**config.mk**
```make
export PLATFORM = sky130hd
export DESIGN_NAME = wire_feed_cut_sequencer_top_flat
export DESIGN_NICKNAME = d
export VERILOG_FILES = /design/src/rtl/wfcs_pkg.sv /design/src/rtl/wfcs_if.sv /design/src/rtl/wfcs_in_stage.sv /design/src/rtl/wfcs_ctrl.sv /design/src/rtl/wfcs_out_stage.sv /design/src/rtl/wire_feed_cut_sequencer_top.sv /design/src/flat_wrapper.sv
export SDC_FILE = /design/constraint.sdc
export NUM_CORES = 1
export LEC_CHECK = 0
export BUFFER_PORTS_ARGS = -buffer_cell sky130_fd_sc_hd__buf_4
export CAP_MARGIN = 20
export CORE_ASPECT_RATIO = 1.1
export CORE_UTILIZATION = 60
export CTS_CLUSTER_SIZE = 20
export DETAILED_ROUTE_END_ITERATION = 10
export GPL_ROUTABILITY_DRIVEN = 0
export PLACE_DENSITY = 0.86
export SLEW_MARGIN = 20
export SYNTH_ARGS = -nofsm -noshare
export SYNTH_HDL_FRONTEND = slang
export SYNTH_SLANG_ARGS = --single-unit
```
**constraint.sdc**
```tcl
create_clock -name i_clk -period 13.4 [get_ports i_clk]
set_input_delay 0.67 -clock i_clk [delete_from_list [all_inputs] [get_ports i_clk]]
set_output_delay 0.67 -clock i_clk [all_outputs]
set_load 0.01 [all_outputs]
```
**src/rtl/wfcs_pkg.sv**
```systemverilog
`timescale 1ns / 1ps

package wfcs_pkg;

    // Field widths
    localparam int ReqTypeW = 2;
    localparam int KeyCodeW = 4;
    localparam int SegW     = 8;
    localparam int CountW   = 7;
    localparam int PpuW     = 8;
    localparam int HoldW    = 16;
    localparam int CfgIdxW  = 1;
    localparam int CfgDataW = 16;

    // Request kinds
    localparam logic [ReqTypeW-1:0] REQ_KEY   = 2'd0;
    localparam logic [ReqTypeW-1:0] REQ_PULSE = 2'd1;
    localparam logic [ReqTypeW-1:0] REQ_TICK  = 2'd2;

    // Key codes
    localparam logic [KeyCodeW-1:0] KEY_STAR = 4'd10;
    localparam logic [KeyCodeW-1:0] KEY_HASH = 4'd11;

    // Register indexes
    localparam logic [CfgIdxW-1:0] CFG_PPU  = 1'd0;
    localparam logic [CfgIdxW-1:0] CFG_HOLD = 1'd1;

    // Register reset values
    localparam logic [PpuW-1:0]  PPU_RESET  = 8'd4;
    localparam logic [HoldW-1:0] HOLD_RESET = 16'd150;

    localparam logic [CountW-1:0] SHOWN_MAX = 7'd99;
    localparam logic [CountW-1:0] COUNT_MAX = 7'd127;

    typedef enum logic [2:0] {
        MODE_IDLE     = 3'd0,
        MODE_WIRES_D1 = 3'd1,
        MODE_WIRES_D2 = 3'd2,
        MODE_LEN_D1   = 3'd3,
        MODE_LEN_D2   = 3'd4,
        MODE_FEED     = 3'd5,
        MODE_CUT      = 3'd6
    } t_mode;

    // Accepted request as it leaves the input register
    typedef struct packed {
        logic                valid;
        logic [ReqTypeW-1:0] req_type;
        logic [KeyCodeW-1:0] key_code;
    } t_step;

    // Result of one request, before segment encoding
    typedef struct packed {
        logic              cutter_on;
        logic [CountW-1:0] shown;
        logic              running;
        logic              batch_done;
    } t_result;

    // Common-cathode patterns, digits 0 to 9
    localparam logic [SegW-1:0] SEG_TABLE [10] = '{
        8'b11111100, 8'b01100000, 8'b11011010, 8'b11110010, 8'b01100110,
        8'b10110110, 8'b10111110, 8'b11100000, 8'b11111110, 8'b11110110
    };

    // Tens digit of a value up to 99 by reciprocal multiply (205 / 2048)
    function automatic logic [3:0] tens_of(input logic [CountW-1:0] v);
        logic [14:0] prod;
        prod = 15'(v) * 15'd205;
        return prod[14:11];
    endfunction

endpackage

```
**src/rtl/wfcs_if.sv**
```systemverilog
`timescale 1ns / 1ps

// Request channel
interface wfcs_in_if;
    logic                              valid;
    logic                              ready;
    logic [wfcs_pkg::ReqTypeW-1:0]     req_type;
    logic [wfcs_pkg::KeyCodeW-1:0]     key_code;

    modport source (output valid, output req_type, output key_code, input ready);
    modport sink   (input valid, input req_type, input key_code, output ready);
endinterface

// Result channel
interface wfcs_out_if;
    logic                          valid;
    logic                          ready;
    logic                          cutter_on;
    logic [wfcs_pkg::SegW-1:0]     tens_segments;
    logic [wfcs_pkg::SegW-1:0]     units_segments;
    logic                          running;
    logic                          batch_done;

    modport source (output valid, output cutter_on, output tens_segments,
                    output units_segments, output running, output batch_done,
                    input ready);
    modport sink   (input valid, input cutter_on, input tens_segments,
                    input units_segments, input running, input batch_done,
                    output ready);
endinterface

// Configuration write channel
interface wfcs_cfg_if;
    logic                              valid;
    logic                              ready;
    logic [wfcs_pkg::CfgIdxW-1:0]      index;
    logic [wfcs_pkg::CfgDataW-1:0]     data;

    modport source (output valid, output index, output data, input ready);
    modport sink   (input valid, input index, input data, output ready);
endinterface

```
**src/rtl/wfcs_in_stage.sv**
```systemverilog
`timescale 1ns / 1ps

module wfcs_in_stage (
    input  logic              i_clk,
    input  logic              i_rst_n,
    wfcs_in_if.sink           i_in,
    input  logic              i_advance,
    output wfcs_pkg::t_step   o_step
);

    logic                          r_valid;
    logic [wfcs_pkg::ReqTypeW-1:0] r_req_type;
    logic [wfcs_pkg::KeyCodeW-1:0] r_key_code;
    logic                          take;

    // Free when empty or when the held request moves on this cycle
    assign i_in.ready = !r_valid || i_advance;
    assign take       = i_in.valid && i_in.ready;

    always_ff @(posedge i_clk) begin
        if (!i_rst_n) begin
            r_valid <= 1'b0;
        end else if (take) begin
            r_valid <= 1'b1;
        end else if (i_advance) begin
            r_valid <= 1'b0;
        end
    end

    always_ff @(posedge i_clk) begin
        if (take) begin
            r_req_type <= i_in.req_type;
            r_key_code <= i_in.key_code;
        end
    end

    // A request is processed when it is held and the result register is free
    assign o_step.valid    = r_valid && i_advance;
    assign o_step.req_type = r_req_type;
    assign o_step.key_code = r_key_code;

endmodule

```
**src/rtl/wfcs_ctrl.sv**
```systemverilog
`timescale 1ns / 1ps

module wfcs_ctrl (
    input  logic              i_clk,
    input  logic              i_rst_n,
    wfcs_cfg_if.sink          i_cfg,
    input  wfcs_pkg::t_step   i_step,
    output wfcs_pkg::t_result o_result
);

    localparam int CW = wfcs_pkg::CountW;

    // Configuration registers
    logic [wfcs_pkg::PpuW-1:0]  r_ppu;
    logic [wfcs_pkg::HoldW-1:0] r_hold_cfg;

    // Sequencer state
    wfcs_pkg::t_mode            r_mode, n_mode;
    logic [3:0]                 r_first_digit, n_first_digit;
    logic [CW-1:0]              r_wires_target, n_wires_target;
    logic [CW-1:0]              r_length_target, n_length_target;
    logic [wfcs_pkg::PpuW-1:0]  r_pulse_div, n_pulse_div;
    logic [CW-1:0]              r_length_count, n_length_count;
    logic [CW-1:0]              r_wires_done, n_wires_done;
    logic [wfcs_pkg::HoldW-1:0] r_hold_timer, n_hold_timer;
    logic                       r_cutter, n_cutter;
    logic [CW-1:0]              r_shown, n_shown;
    logic                       n_done;

    assign i_cfg.ready = 1'b1;

    // Register writes
    always_ff @(posedge i_clk) begin
        if (!i_rst_n) begin
            r_ppu      <= wfcs_pkg::PPU_RESET;
            r_hold_cfg <= wfcs_pkg::HOLD_RESET;
        end else if (i_cfg.valid) begin
            case (i_cfg.index)
                wfcs_pkg::CFG_PPU:  r_ppu      <= i_cfg.data[wfcs_pkg::PpuW-1:0];
                wfcs_pkg::CFG_HOLD: r_hold_cfg <= i_cfg.data[wfcs_pkg::HoldW-1:0];
                default: ;
            endcase
        end
    end

    // Next state for one request
    always_comb begin
        logic                      digit;
        logic [CW-1:0]             entered;
        logic [wfcs_pkg::PpuW-1:0] pd_inc;
        logic [CW-1:0]             lc_inc;
        logic [CW-1:0]             wd_inc;

        n_mode          = r_mode;
        n_first_digit   = r_first_digit;
        n_wires_target  = r_wires_target;
        n_length_target = r_length_target;
        n_pulse_div     = r_pulse_div;
        n_length_count  = r_length_count;
        n_wires_done    = r_wires_done;
        n_hold_timer    = r_hold_timer;
        n_cutter        = r_cutter;
        n_shown         = r_shown;
        n_done          = 1'b0;

        digit   = i_step.key_code inside {[4'd0:4'd9]};
        // first_digit * 10 + key, at most 99
        entered = CW'({r_first_digit, 3'b000}) + CW'({r_first_digit, 1'b0})
                  + CW'(i_step.key_code);
        pd_inc  = r_pulse_div + 1'b1;
        lc_inc  = (r_length_count < wfcs_pkg::COUNT_MAX) ? r_length_count + 1'b1
                                                         : r_length_count;
        wd_inc  = r_wires_done + 1'b1;

        case (i_step.req_type)
            wfcs_pkg::REQ_KEY: begin
                case (r_mode)
                    wfcs_pkg::MODE_IDLE: begin
                        if (i_step.key_code == wfcs_pkg::KEY_STAR) begin
                            n_mode = wfcs_pkg::MODE_WIRES_D1;
                        end else if (i_step.key_code == wfcs_pkg::KEY_HASH) begin
                            n_mode = wfcs_pkg::MODE_LEN_D1;
                        end
                    end
                    wfcs_pkg::MODE_WIRES_D1: begin
                        if (digit) begin
                            n_first_digit = i_step.key_code;
                            n_mode        = wfcs_pkg::MODE_WIRES_D2;
                        end
                    end
                    wfcs_pkg::MODE_LEN_D1: begin
                        if (digit) begin
                            n_first_digit = i_step.key_code;
                            n_mode        = wfcs_pkg::MODE_LEN_D2;
                        end
                    end
                    wfcs_pkg::MODE_WIRES_D2: begin
                        if (digit) begin
                            n_wires_target = entered;
                            n_shown        = entered;
                            n_mode         = wfcs_pkg::MODE_IDLE;
                        end
                    end
                    wfcs_pkg::MODE_LEN_D2: begin
                        // Length entered: start the batch, or return to idle if the wire count is zero
                        if (digit) begin
                            n_length_target = entered;
                            n_shown         = '0;
                            n_length_count  = '0;
                            n_pulse_div     = '0;
                            n_wires_done    = '0;
                            if (r_wires_target == '0) begin
                                n_mode = wfcs_pkg::MODE_IDLE;
                            end else if (entered == '0) begin
                                n_mode       = wfcs_pkg::MODE_CUT;
                                n_cutter     = 1'b1;
                                n_hold_timer = r_hold_cfg;
                            end else begin
                                n_mode = wfcs_pkg::MODE_FEED;
                            end
                        end
                    end
                    default: ;
                endcase
            end
            wfcs_pkg::REQ_PULSE: begin
                if (r_mode == wfcs_pkg::MODE_FEED) begin
                    n_pulse_div = pd_inc;
                    // A zero divider acts as one
                    if (pd_inc >= r_ppu) begin
                        n_pulse_div    = '0;
                        n_length_count = lc_inc;
                        n_shown        = lc_inc;
                        if (lc_inc >= r_length_target) begin
                            n_mode       = wfcs_pkg::MODE_CUT;
                            n_cutter     = 1'b1;
                            n_hold_timer = r_hold_cfg;
                        end
                    end
                end
            end
            wfcs_pkg::REQ_TICK: begin
                if (r_mode == wfcs_pkg::MODE_CUT) begin
                    if (r_hold_timer > 16'd1) begin
                        n_hold_timer = r_hold_timer - 1'b1;
                    end else begin
                        // Count the wire; release the cutter and finish or feed the next, or re-arm it at zero length
                        n_hold_timer   = '0;
                        n_cutter       = 1'b0;
                        n_length_count = '0;
                        n_pulse_div    = '0;
                        n_shown        = '0;
                        n_wires_done   = wd_inc;
                        if (wd_inc >= r_wires_target) begin
                            n_wires_done = '0;
                            n_mode       = wfcs_pkg::MODE_IDLE;
                            n_done       = 1'b1;
                        end else if (r_length_target == '0) begin
                            n_cutter     = 1'b1;
                            n_hold_timer = r_hold_cfg;
                        end else begin
                            n_mode = wfcs_pkg::MODE_FEED;
                        end
                    end
                end
            end
            default: ;
        endcase
    end

    // State update
    always_ff @(posedge i_clk) begin
        if (!i_rst_n) begin
            r_mode          <= wfcs_pkg::MODE_IDLE;
            r_first_digit   <= '0;
            r_wires_target  <= '0;
            r_length_target <= '0;
            r_pulse_div     <= '0;
            r_length_count  <= '0;
            r_wires_done    <= '0;
            r_hold_timer    <= '0;
            r_cutter        <= 1'b0;
            r_shown         <= '0;
        end else if (i_step.valid) begin
            r_mode          <= n_mode;
            r_first_digit   <= n_first_digit;
            r_wires_target  <= n_wires_target;
            r_length_target <= n_length_target;
            r_pulse_div     <= n_pulse_div;
            r_length_count  <= n_length_count;
            r_wires_done    <= n_wires_done;
            r_hold_timer    <= n_hold_timer;
            r_cutter        <= n_cutter;
            r_shown         <= n_shown;
        end
    end

    // Result seen after this request
    assign o_result.cutter_on  = n_cutter;
    assign o_result.shown      = n_shown;
    assign o_result.running    = (n_mode == wfcs_pkg::MODE_FEED) ||
                                 (n_mode == wfcs_pkg::MODE_CUT);
    assign o_result.batch_done = n_done;

endmodule

```
**src/rtl/wfcs_out_stage.sv**
```systemverilog
`timescale 1ns / 1ps

module wfcs_out_stage (
    input  logic              i_clk,
    input  logic              i_rst_n,
    input  logic              i_load,
    input  wfcs_pkg::t_result i_result,
    output logic              o_free,
    wfcs_out_if.source        o_out
);

    logic                      r_valid;
    logic                      r_cutter;
    logic [wfcs_pkg::SegW-1:0] r_tens;
    logic [wfcs_pkg::SegW-1:0] r_units;
    logic                      r_running;
    logic                      r_done;

    logic [wfcs_pkg::CountW-1:0] sat;
    logic [3:0]                  tens;
    logic [3:0]                  units;
    logic [wfcs_pkg::CountW-1:0] tens_x10;

    assign o_free = !r_valid || o_out.ready;

    // Saturate at 99 and split into two digits
    assign sat      = (i_result.shown > wfcs_pkg::SHOWN_MAX) ? wfcs_pkg::SHOWN_MAX
                                                             : i_result.shown;
    assign tens     = wfcs_pkg::tens_of(sat);
    assign tens_x10 = wfcs_pkg::CountW'({tens, 3'b000}) + wfcs_pkg::CountW'({tens, 1'b0});
    assign units    = 4'(sat - tens_x10);

    always_ff @(posedge i_clk) begin
        if (!i_rst_n) begin
            r_valid <= 1'b0;
        end else if (i_load) begin
            r_valid <= 1'b1;
        end else if (o_out.ready) begin
            r_valid <= 1'b0;
        end
    end

    always_ff @(posedge i_clk) begin
        if (i_load) begin
            r_cutter  <= i_result.cutter_on;
            r_tens    <= wfcs_pkg::SEG_TABLE[tens];
            r_units   <= wfcs_pkg::SEG_TABLE[units];
            r_running <= i_result.running;
            r_done    <= i_result.batch_done;
        end
    end

    assign o_out.valid          = r_valid;
    assign o_out.cutter_on      = r_cutter;
    assign o_out.tens_segments  = r_tens;
    assign o_out.units_segments = r_units;
    assign o_out.running        = r_running;
    assign o_out.batch_done     = r_done;

endmodule

```
**src/rtl/wire_feed_cut_sequencer_top.sv**
```systemverilog
`timescale 1ns / 1ps

// Channel  Dir  Payload                                              Handshake
// i_in     in   req_type[1:0], key_code[3:0]                         valid/ready
// o_out    out  cutter_on, tens_segments[7:0], units_segments[7:0],  valid/ready
//               running, batch_done
// i_cfg    in   index[0] (0 pulses_per_unit, 1 cut_hold_ticks),      valid/ready
//               data[15:0]
//
// One request per cycle while the result register is not stalled; a result passes through
// the input register, then the result register, loaded with the combinational state update.
// Synchronous active-low reset restores idle and the register defaults.
// While the result register is stalled one further request is held in the input
// register; after that i_in.ready drops. Configuration writes are always ready.

module wire_feed_cut_sequencer_top (
    input  logic        i_clk,
    input  logic        i_rst_n,
    wfcs_in_if.sink     i_in,
    wfcs_out_if.source  o_out,
    wfcs_cfg_if.sink    i_cfg
);

    wfcs_pkg::t_step   step;
    wfcs_pkg::t_result result;
    logic              out_free;

    wfcs_in_stage u_in_stage (
        .i_clk     (i_clk),
        .i_rst_n   (i_rst_n),
        .i_in      (i_in),
        .i_advance (out_free),
        .o_step    (step)
    );

    wfcs_ctrl u_ctrl (
        .i_clk    (i_clk),
        .i_rst_n  (i_rst_n),
        .i_cfg    (i_cfg),
        .i_step   (step),
        .o_result (result)
    );

    wfcs_out_stage u_out_stage (
        .i_clk    (i_clk),
        .i_rst_n  (i_rst_n),
        .i_load   (step.valid),
        .i_result (result),
        .o_free   (out_free),
        .o_out    (o_out)
    );

endmodule

```
**src/flat_wrapper.sv**
```systemverilog
// flat-port wrapper written by rule: the top's interface ports become plain ports
module wire_feed_cut_sequencer_top_flat 
  (i_clk, i_rst_n, i_in_valid, i_in_req_type, i_in_key_code, i_in_ready, o_out_valid, o_out_cutter_on, o_out_tens_segments, o_out_units_segments, o_out_running, o_out_batch_done, o_out_ready, i_cfg_valid, i_cfg_index, i_cfg_data, i_cfg_ready);
  wfcs_in_if i_in_i ();
  wfcs_out_if o_out_i ();
  wfcs_cfg_if i_cfg_i ();
  input  logic i_clk;
  input  logic i_rst_n;
  input wire logic [$bits(i_in_i.valid)-1:0] i_in_valid;
  input wire logic [$bits(i_in_i.req_type)-1:0] i_in_req_type;
  input wire logic [$bits(i_in_i.key_code)-1:0] i_in_key_code;
  output wire logic [$bits(i_in_i.ready)-1:0] i_in_ready;
  output wire logic [$bits(o_out_i.valid)-1:0] o_out_valid;
  output wire logic [$bits(o_out_i.cutter_on)-1:0] o_out_cutter_on;
  output wire logic [$bits(o_out_i.tens_segments)-1:0] o_out_tens_segments;
  output wire logic [$bits(o_out_i.units_segments)-1:0] o_out_units_segments;
  output wire logic [$bits(o_out_i.running)-1:0] o_out_running;
  output wire logic [$bits(o_out_i.batch_done)-1:0] o_out_batch_done;
  input wire logic [$bits(o_out_i.ready)-1:0] o_out_ready;
  input wire logic [$bits(i_cfg_i.valid)-1:0] i_cfg_valid;
  input wire logic [$bits(i_cfg_i.index)-1:0] i_cfg_index;
  input wire logic [$bits(i_cfg_i.data)-1:0] i_cfg_data;
  output wire logic [$bits(i_cfg_i.ready)-1:0] i_cfg_ready;
  assign i_in_i.valid = i_in_valid;
  assign i_in_i.req_type = i_in_req_type;
  assign i_in_i.key_code = i_in_key_code;
  assign i_in_ready = i_in_i.ready;
  assign o_out_valid = o_out_i.valid;
  assign o_out_cutter_on = o_out_i.cutter_on;
  assign o_out_tens_segments = o_out_i.tens_segments;
  assign o_out_units_segments = o_out_i.units_segments;
  assign o_out_running = o_out_i.running;
  assign o_out_batch_done = o_out_i.batch_done;
  assign o_out_i.ready = o_out_ready;
  assign i_cfg_i.valid = i_cfg_valid;
  assign i_cfg_i.index = i_cfg_index;
  assign i_cfg_i.data = i_cfg_data;
  assign i_cfg_ready = i_cfg_i.ready;
  wire_feed_cut_sequencer_top u_core (.i_clk(i_clk), .i_rst_n(i_rst_n), .i_in(i_in_i), .o_out(o_out_i), .i_cfg(i_cfg_i));
endmodule
```
==> run metrics, run 1 <==
status finished with violations; failing checks DRC; Port Buffers between 40 and 50; Post-Route Skew between 8 and 9 ps; Max H-tree Level 4; Iteration-0 DRC Markers between 700 and 800; total clock sinks about 120; drt wl/cell between 15 and 20 um; Syn. warnings 0; sequential fraction of the synthesis area 0.3191; Slew Viols, Final 0; startpoint types flop; Setup CP Type flop to flop; Pint just over 700 uW; DIE HEIGHT 123.1 um; cts bufs inserted 17; Post-CTS Setup Bufs 0; hpwl dp between 10000 and 15000 um; Clk pwr share 0.462; leak pwr 3.880 nW; Ports 50; most frequent cells in the layout 146 x nand2_1, 93 x dfxtp_1, 78 x ha_1, 66 x nor2_1, 61 x inv_1; crit-path max cell delay approximately 660 ps; layout cells sized above 1 0.1068; Post-layout nets about 1100; total wire length ~18000 um; final number of setup-violating endpoints 0; Post-DRT Antenna Nets 0; combinational fraction of design power 0.154; Switch Pwr ~270 uW; leading area contributor after synthesis dfxtp_1; Hold Crit Class input port to flop; Resize count post-CTS 0; GRT Residual Overflow 0; Die Wd 112.1 um; DR vias 6821; top cells by area, synth dfxtp_1 23%, ha_1 12%, edfxtp_1 8.6%; post-layout minimum cycle time between 8000 and 9000 ps; fillcell total approximately 1000; Worst slew margin 0.3915; period utilisation layout 0.6317; GRT Resource Usage Total 0.2836; PD cells approximately 110 nW/um2; P&R area growth vs syn 12.53%; CTS tree yes; max-capacitance violation count 0; initial antenna violation count 0; Gate Count Post-Synth ~940; via/cell ratio between 5 and 6; worst setup margin ~5000 ps; CTS Buffer Depth 2; Tightest Pin Transition just over 900 ps; highest clock rate 0.1181 GHz; vias in the first global route 6602; Setup TNS 0 ps; main flop type after synthesis dfxtp_1; pre-CTS setup slack just over 5000 ps; Clock transition at path regs ~60 ps; arrival time worst endpoint 8640 ps; Async SR Flop Fraction 0; Rows 43; drt pass-1 iters 11; Flop pwr share 0.384; CP required around 14000 ps; largest net degree at the start of global routing between 90 and 100; Final Hold Viols 0; Synth Cell Area roughly 8000 um2; slowest CP cell a222oi_1; Max IR drop VDD about 86 uV; Initial Util 0.6246; area of the core about 13000 um2; top cell type's share of synthesized area 0.2328; Root Buffer clkbuf_16; clock latency on the worst-skew pair ~430 ps; # diodes 0; most common cell after layout, fill and taps aside nand2_1; Post-CTS Hold Fix Bufs 0; die area ~14000 um2; DRC 3; RSZ-0062 raised after global routing false; Net Sw Frac 0.2699; count of different cell masters after synthesis 76; syn_area_per_cell 8.499 um2; flops & latches, synth between 100 and 150; crit end category flop; first-pass GRT wire length roughly 31000 um; Post-synth EDFFs 23; CP max FO 7
-- per-layer routing --
metal / GRT usage / share of wire
met3: 0.05196 / 0.058
met2: 0.4887 / 0.49
met5: 0 / 0
met4: 0.1433 / 0.030
met1: 0.3425 / 0.42
-- stage by stage --
stage	hold slack [ps]	instance area (um2)	utilization	total power, mW	cells
detailed placement	459.5	8404	0.6563	0.5363	1108
finish	413.0	9000	0.7029	0.9934	1140
floorplan	433.8	8001	-	0.4970	942
CTS	406.9	9000	0.7029	0.9943	1140
global placement	446.8	8404	0.6563	0.5305	1108
global route	407.8	9000	0.7029	1.031	1140
-- registers in the layout, summed over array words and instances (netlist names) --
name,flops
u_core.u_ctrl.r_hold_timer,16
u_core.u_ctrl.r_pulse_div,8
u_core.u_out_stage.o_out.running,1
u_core.u_out_stage.o_out.cutter_on,1
u_core.u_in_stage.r_req_type,2
u_core.u_ctrl.r_length_count,7
u_core.u_ctrl.r_hold_cfg,16
u_core.u_out_stage.o_out.batch_done,1
u_core.u_ctrl.r_mode,3
u_core.u_ctrl.r_ppu,8
u_core.u_ctrl.r_wires_done,7
u_core.u_ctrl.r_length_target,7
u_core.u_in_stage.r_valid,1
u_core.u_ctrl.r_shown,7
u_core.u_ctrl.r_first_digit,4
u_core.u_ctrl.r_cutter,1
u_core.u_out_stage.o_out.units_segments,7
u_core.u_out_stage.o_out.tens_segments,7
u_core.u_in_stage.r_key_code,4
u_core.u_ctrl.r_wires_target,7
u_core.u_out_stage.o_out.valid,1
-- cells in the mapped netlist, drive strengths merged, types with 9 or more instances --
| library cell | n |
|---|---|
| nand3 | 29 |
| nand2 | 146 |
| nor3 | 26 |
| xor2 | 18 |
| and2 | 13 |
| xnor2 | 22 |
| a21boi | 34 |
| ha | 78 |
| edfxtp | 23 |
| clkbuf | 33 |
| nand2b | 18 |
| o21ai | 24 |
| dfxtp | 93 |
| fa | 10 |
| nor3b | 14 |
| a221oi | 9 |
| a21o | 20 |
| mux2i | 14 |
| nor2 | 67 |
| inv | 61 |
| o211a | 10 |
| nor2b | 29 |
| a21oi | 44 |
-- worst max-delay path, delay by kind of cell, from the launching register on --
family / cells / cell delay, ps
buffers and inverters: 2 / 140
AOI/OAI and AO/OA: 9 / 2300
adders and majority gates: 6 / 2200
xor gates and xnor gates: 6 / 1200
and+or+nand+nor: 7 / 1620
DFF: 1 / 400
muxes: 1 / 340
-- cells by family (layout without fill, tap and decap cells) --
family / after synthesis / in the layout / synth area share
other cells: 2 / 3 / 0.0009390
buf+inv: 102 / 143 / 0.04975
mux: 16 / 16 / 0.02034
flops: 116 / 116 / 0.3191
xor+xnor: 40 / 40 / 0.04474
simple gates: 379 / 379 / 0.2325
compound gates: 198 / 198 / 0.1855
fa+ha+maj: 88 / 88 / 0.1471
-- layout make-up --
class	instances	area (um2)	share of cell area
inverter	61	229.0	0.02544
clock buffer	21	471.7	0.05241
multi-input combinational	724	5051	0.5612
sequential	116	2552	0.2836
clock inverter	11	123.9	0.01376
tap	157	196.4	0.02183
timing repair buffer	50	375.4	0.04171
-- power groups by stage --
stage	sequential (mW)	combinational, mW	clock [mW]
finish	0.382	0.153	0.459
global route	0.382	0.170	0.479
CTS	0.381	0.152	0.461
detailed placement	0.388	0.148	0
global placement	0.388	0.143	0
floorplan	0.385	0.112	0
-- worst paths after layout --
check                                    start                                          to  slack, ps  cells after the start
setup / recovery  u_core.u_ctrl.r_pulse_div[0]  u_core.u_out_stage.o_out.units_segments[3]       4940                     31
hold / removal                i_in_req_type[0]             u_core.u_in_stage.r_req_type[0]        410                      1
setup reg to reg  u_core.u_ctrl.r_pulse_div[0]  u_core.u_out_stage.o_out.units_segments[3]       4940                     31
hold reg to reg         u_core.u_ctrl.r_ppu[3]                      u_core.u_ctrl.r_ppu[3]        460                      2
Note: power is estimated with default switching activity, not from simulation.
==> inputs of run 2 (changes only) <==
==> constraint.sdc (replaced) <==
create_clock -name i_clk -period 8.2 [get_ports i_clk]
set_input_delay 0.41 -clock i_clk [delete_from_list [all_inputs] [get_ports i_clk]]
set_output_delay 0.41 -clock i_clk [all_outputs]
set_load 0.01 [all_outputs]
==> run 2 against run 1 <==
  * The flow still finishes with violations (DRC)
  * Via count rose by 1.8%
  * Die area unchanged
  * Sequential power increased by 63%
  * Combinational power increased by 73%
  * Worst hold slack got worse by 250 ps
  * Critical path depth increased by 1
  * Core utilization up 1.1 points
  * Non-clock buffer count rose by 10
  * Maximum frequency increased by 6.8%
  * Clock power increased by 56%
  * Clock skew is 3.5 ps higher
  * Largest cell class unchanged
  * Highest routed layer unchanged
==> run metrics, run 2 (synthesis gave the netlist of run 1 again) <==
Post-Route Utilization 0.7135; Critical Path Sink u_core.u_out_stage.o_out.units_segments[3]; most frequent cells in the layout 146 x nand2_1, 92 x dfxtp_1, 77 x ha_1, 64 x nor2_1, 61 x inv_1; PD cells 175.5 nW/um2; highest clock rate about 0.13 GHz; Worst slew margin 0.2929; area of the core between 10000 and 15000 um2; clock latency on the worst-skew pair 420 ps; non-filler cells, final between 1000 and 1500; Pint 1.157 mW; Tightest Pin Transition roughly 1100 ps; cts bufs inserted 17; arrival time worst endpoint a little over 8000 ps; Post-Route Skew between 10 and 15 ps; CTS Buffer Depth 2; most common cell after layout, fill and taps aside nand2_1; post-layout minimum cycle time between 7000 and 8000 ps; Hold Crit Class input port to flop; Initial Util 0.6246; CP max FO 6; total wire length 18690 um; initial antenna violation count 0; DIE HEIGHT ~120 um; max-capacitance violation count 0; Ports 50; met2 routed WL around 9200 um; Final Hold Viols 0; period utilisation layout 0.9668; WL met3 between 1000 and 1500 um; P&R area growth vs syn 14.24%; Largest regs u_core.u_ctrl.r_hold_cfg x16, u_core.u_ctrl.r_hold_timer x16; final number of setup-violating endpoints 0; Post-DRT Antenna Nets 0; Root Buffer clkbuf_16; total clock sinks between 100 and 150; Net Sw Frac 0.2788; drt wl/cell approximately 16 um; worst flop-to-flop path startpoint u_core.u_ctrl.r_pulse_div[1]; failing checks DRC; status finished with violations; Placed Area approximately 8400 um2; Max IR drop VDD around 200 uV; crit-path max cell delay roughly 530 ps; Clock transition at path regs ~60 ps; Setup CP Type flop to flop; leak pwr around 3.9 nW; crit end category flop; Port Buffers 46; uppermost layer routed met4; combinational fraction of design power 0.165; DR vias ~6900; Rows 43; Placed Cells around 1100; Flop pwr share 0.387; Iteration-0 DRC Markers roughly 550; first-pass GRT wire length roughly 31000 um; reg2reg end u_core.u_out_stage.o_out.units_segments[3]; Clk pwr share 0.447; # diodes 0; drt pass-1 iters 8; Max H-tree Level 4; CTS tree yes; DRC 3; Slew Viols, Final 0; WL met1 approximately 8000 um; CP required 8370 ps; layout cells sized above 1 0.1289; startpoint types flop; fillcell total between 900 and 1000; via/cell ratio slightly above 6; final instance area slightly above 9000 um2; Switch Pwr roughly 450 uW; Die Wd around 110 um; Post-CTS Hold Fix Bufs 0; r2r worst-path depth 32; reg-to-reg slack, setup 270 ps; GRT Resource Usage Total 0.2810; Post-layout nets about 1100; CP startpoint u_core.u_ctrl.r_pulse_div[1]; most frequent CP cell a21o_1; die area roughly 14000 um2; slowest CP cell fa_1; hpwl dp ~13000 um; largest net degree at the start of global routing ~90; GRT Residual Overflow 0; vias in the first global route roughly 6500
## run 2: critical path: cells and delay by family (launching register included)
| family | cells | cell delay, ps |
|---|---|---|
| compound gates | 11 | 2370 |
| fa+ha+maj | 7 | 2260 |
| xor+xnor | 6 | 1170 |
| simple gates | 4 | 780 |
| buf+inv | 3 | 390 |
| flops | 1 | 360 |
| mux | 1 | 330 |
## run 2: worst min-delay path by stage
| stage | start | end | slack, ps | depth (start not counted) |
|---|---|---|---|---|
| final | i_in_req_type[1] | u_core.u_in_stage.r_req_type[1] | 160 | 1 |
| after global routing | i_in_req_type[1] | u_core.u_in_stage.r_req_type[1] | 150 | 1 |
| after CTS | i_in_req_type[1] | u_core.u_in_stage.r_req_type[1] | 150 | 1 |
| after detailed placement | u_core.u_ctrl.r_cutter | u_core.u_ctrl.r_cutter | 450 | 2 |
| after global placement | u_core.u_ctrl.r_cutter | u_core.u_ctrl.r_cutter | 450 | 2 |
| after floorplan | u_core.u_ctrl.r_cutter | u_core.u_ctrl.r_cutter | 430 | 2 |
## run 2: metal layers
metal	track usage	up-vias
met3	0.06225	45
li1	-	3363
met4	0.1317	0
met1	0.3343	3251
met2	0.4868	284
met5	0	-
## run 2: stage by stage
stage / setup TNS (ps) / hold slack (ps) / power, mW / worst slack, ps
6_report: 0 / 162.6 / 1.604 / 272.4
5_1_grt: -91.54 / 151.9 / 1.668 / -91.54
4_1_cts: 0 / 151.4 / 1.598 / 8.809
3_5_place_dp: 0 / 449.4 / 0.8789 / 46.02
3_3_place_gp: 0 / 446.4 / 0.8714 / 389.4
2_1_floorplan: 0 / 433.8 / 0.8122 / 781.4
## run 2: power groups by stage
stage	Clock (mW)	Combinational, mW	Sequential (mW)
after floorplan	0	0.183	0.630
after global placement	0	0.240	0.632
after detailed placement	0	0.247	0.632
after CTS	0.724	0.253	0.621
after global routing	0.752	0.294	0.623
final	0.717	0.265	0.621
## run 2: layout make-up
cell class                 instances  area, um2  share of cell area
multi-input combinational        724       5127              0.5612
sequential                       116       2554              0.2795
inverter                          61      229.0             0.02506
tap                              157      196.4             0.02150
clock buffer                      19      454.2             0.04971
clock inverter                    13      125.1             0.01369
timing repair buffer              60      450.4             0.04930
## run 2: repair_timing
item | 4_1_cts | 5_1_grt
resized for setup | 0 | 16
buffers inserted | 1 | 6
pin swaps | 1 | 4
setup endpoints to repair | 2 | 7
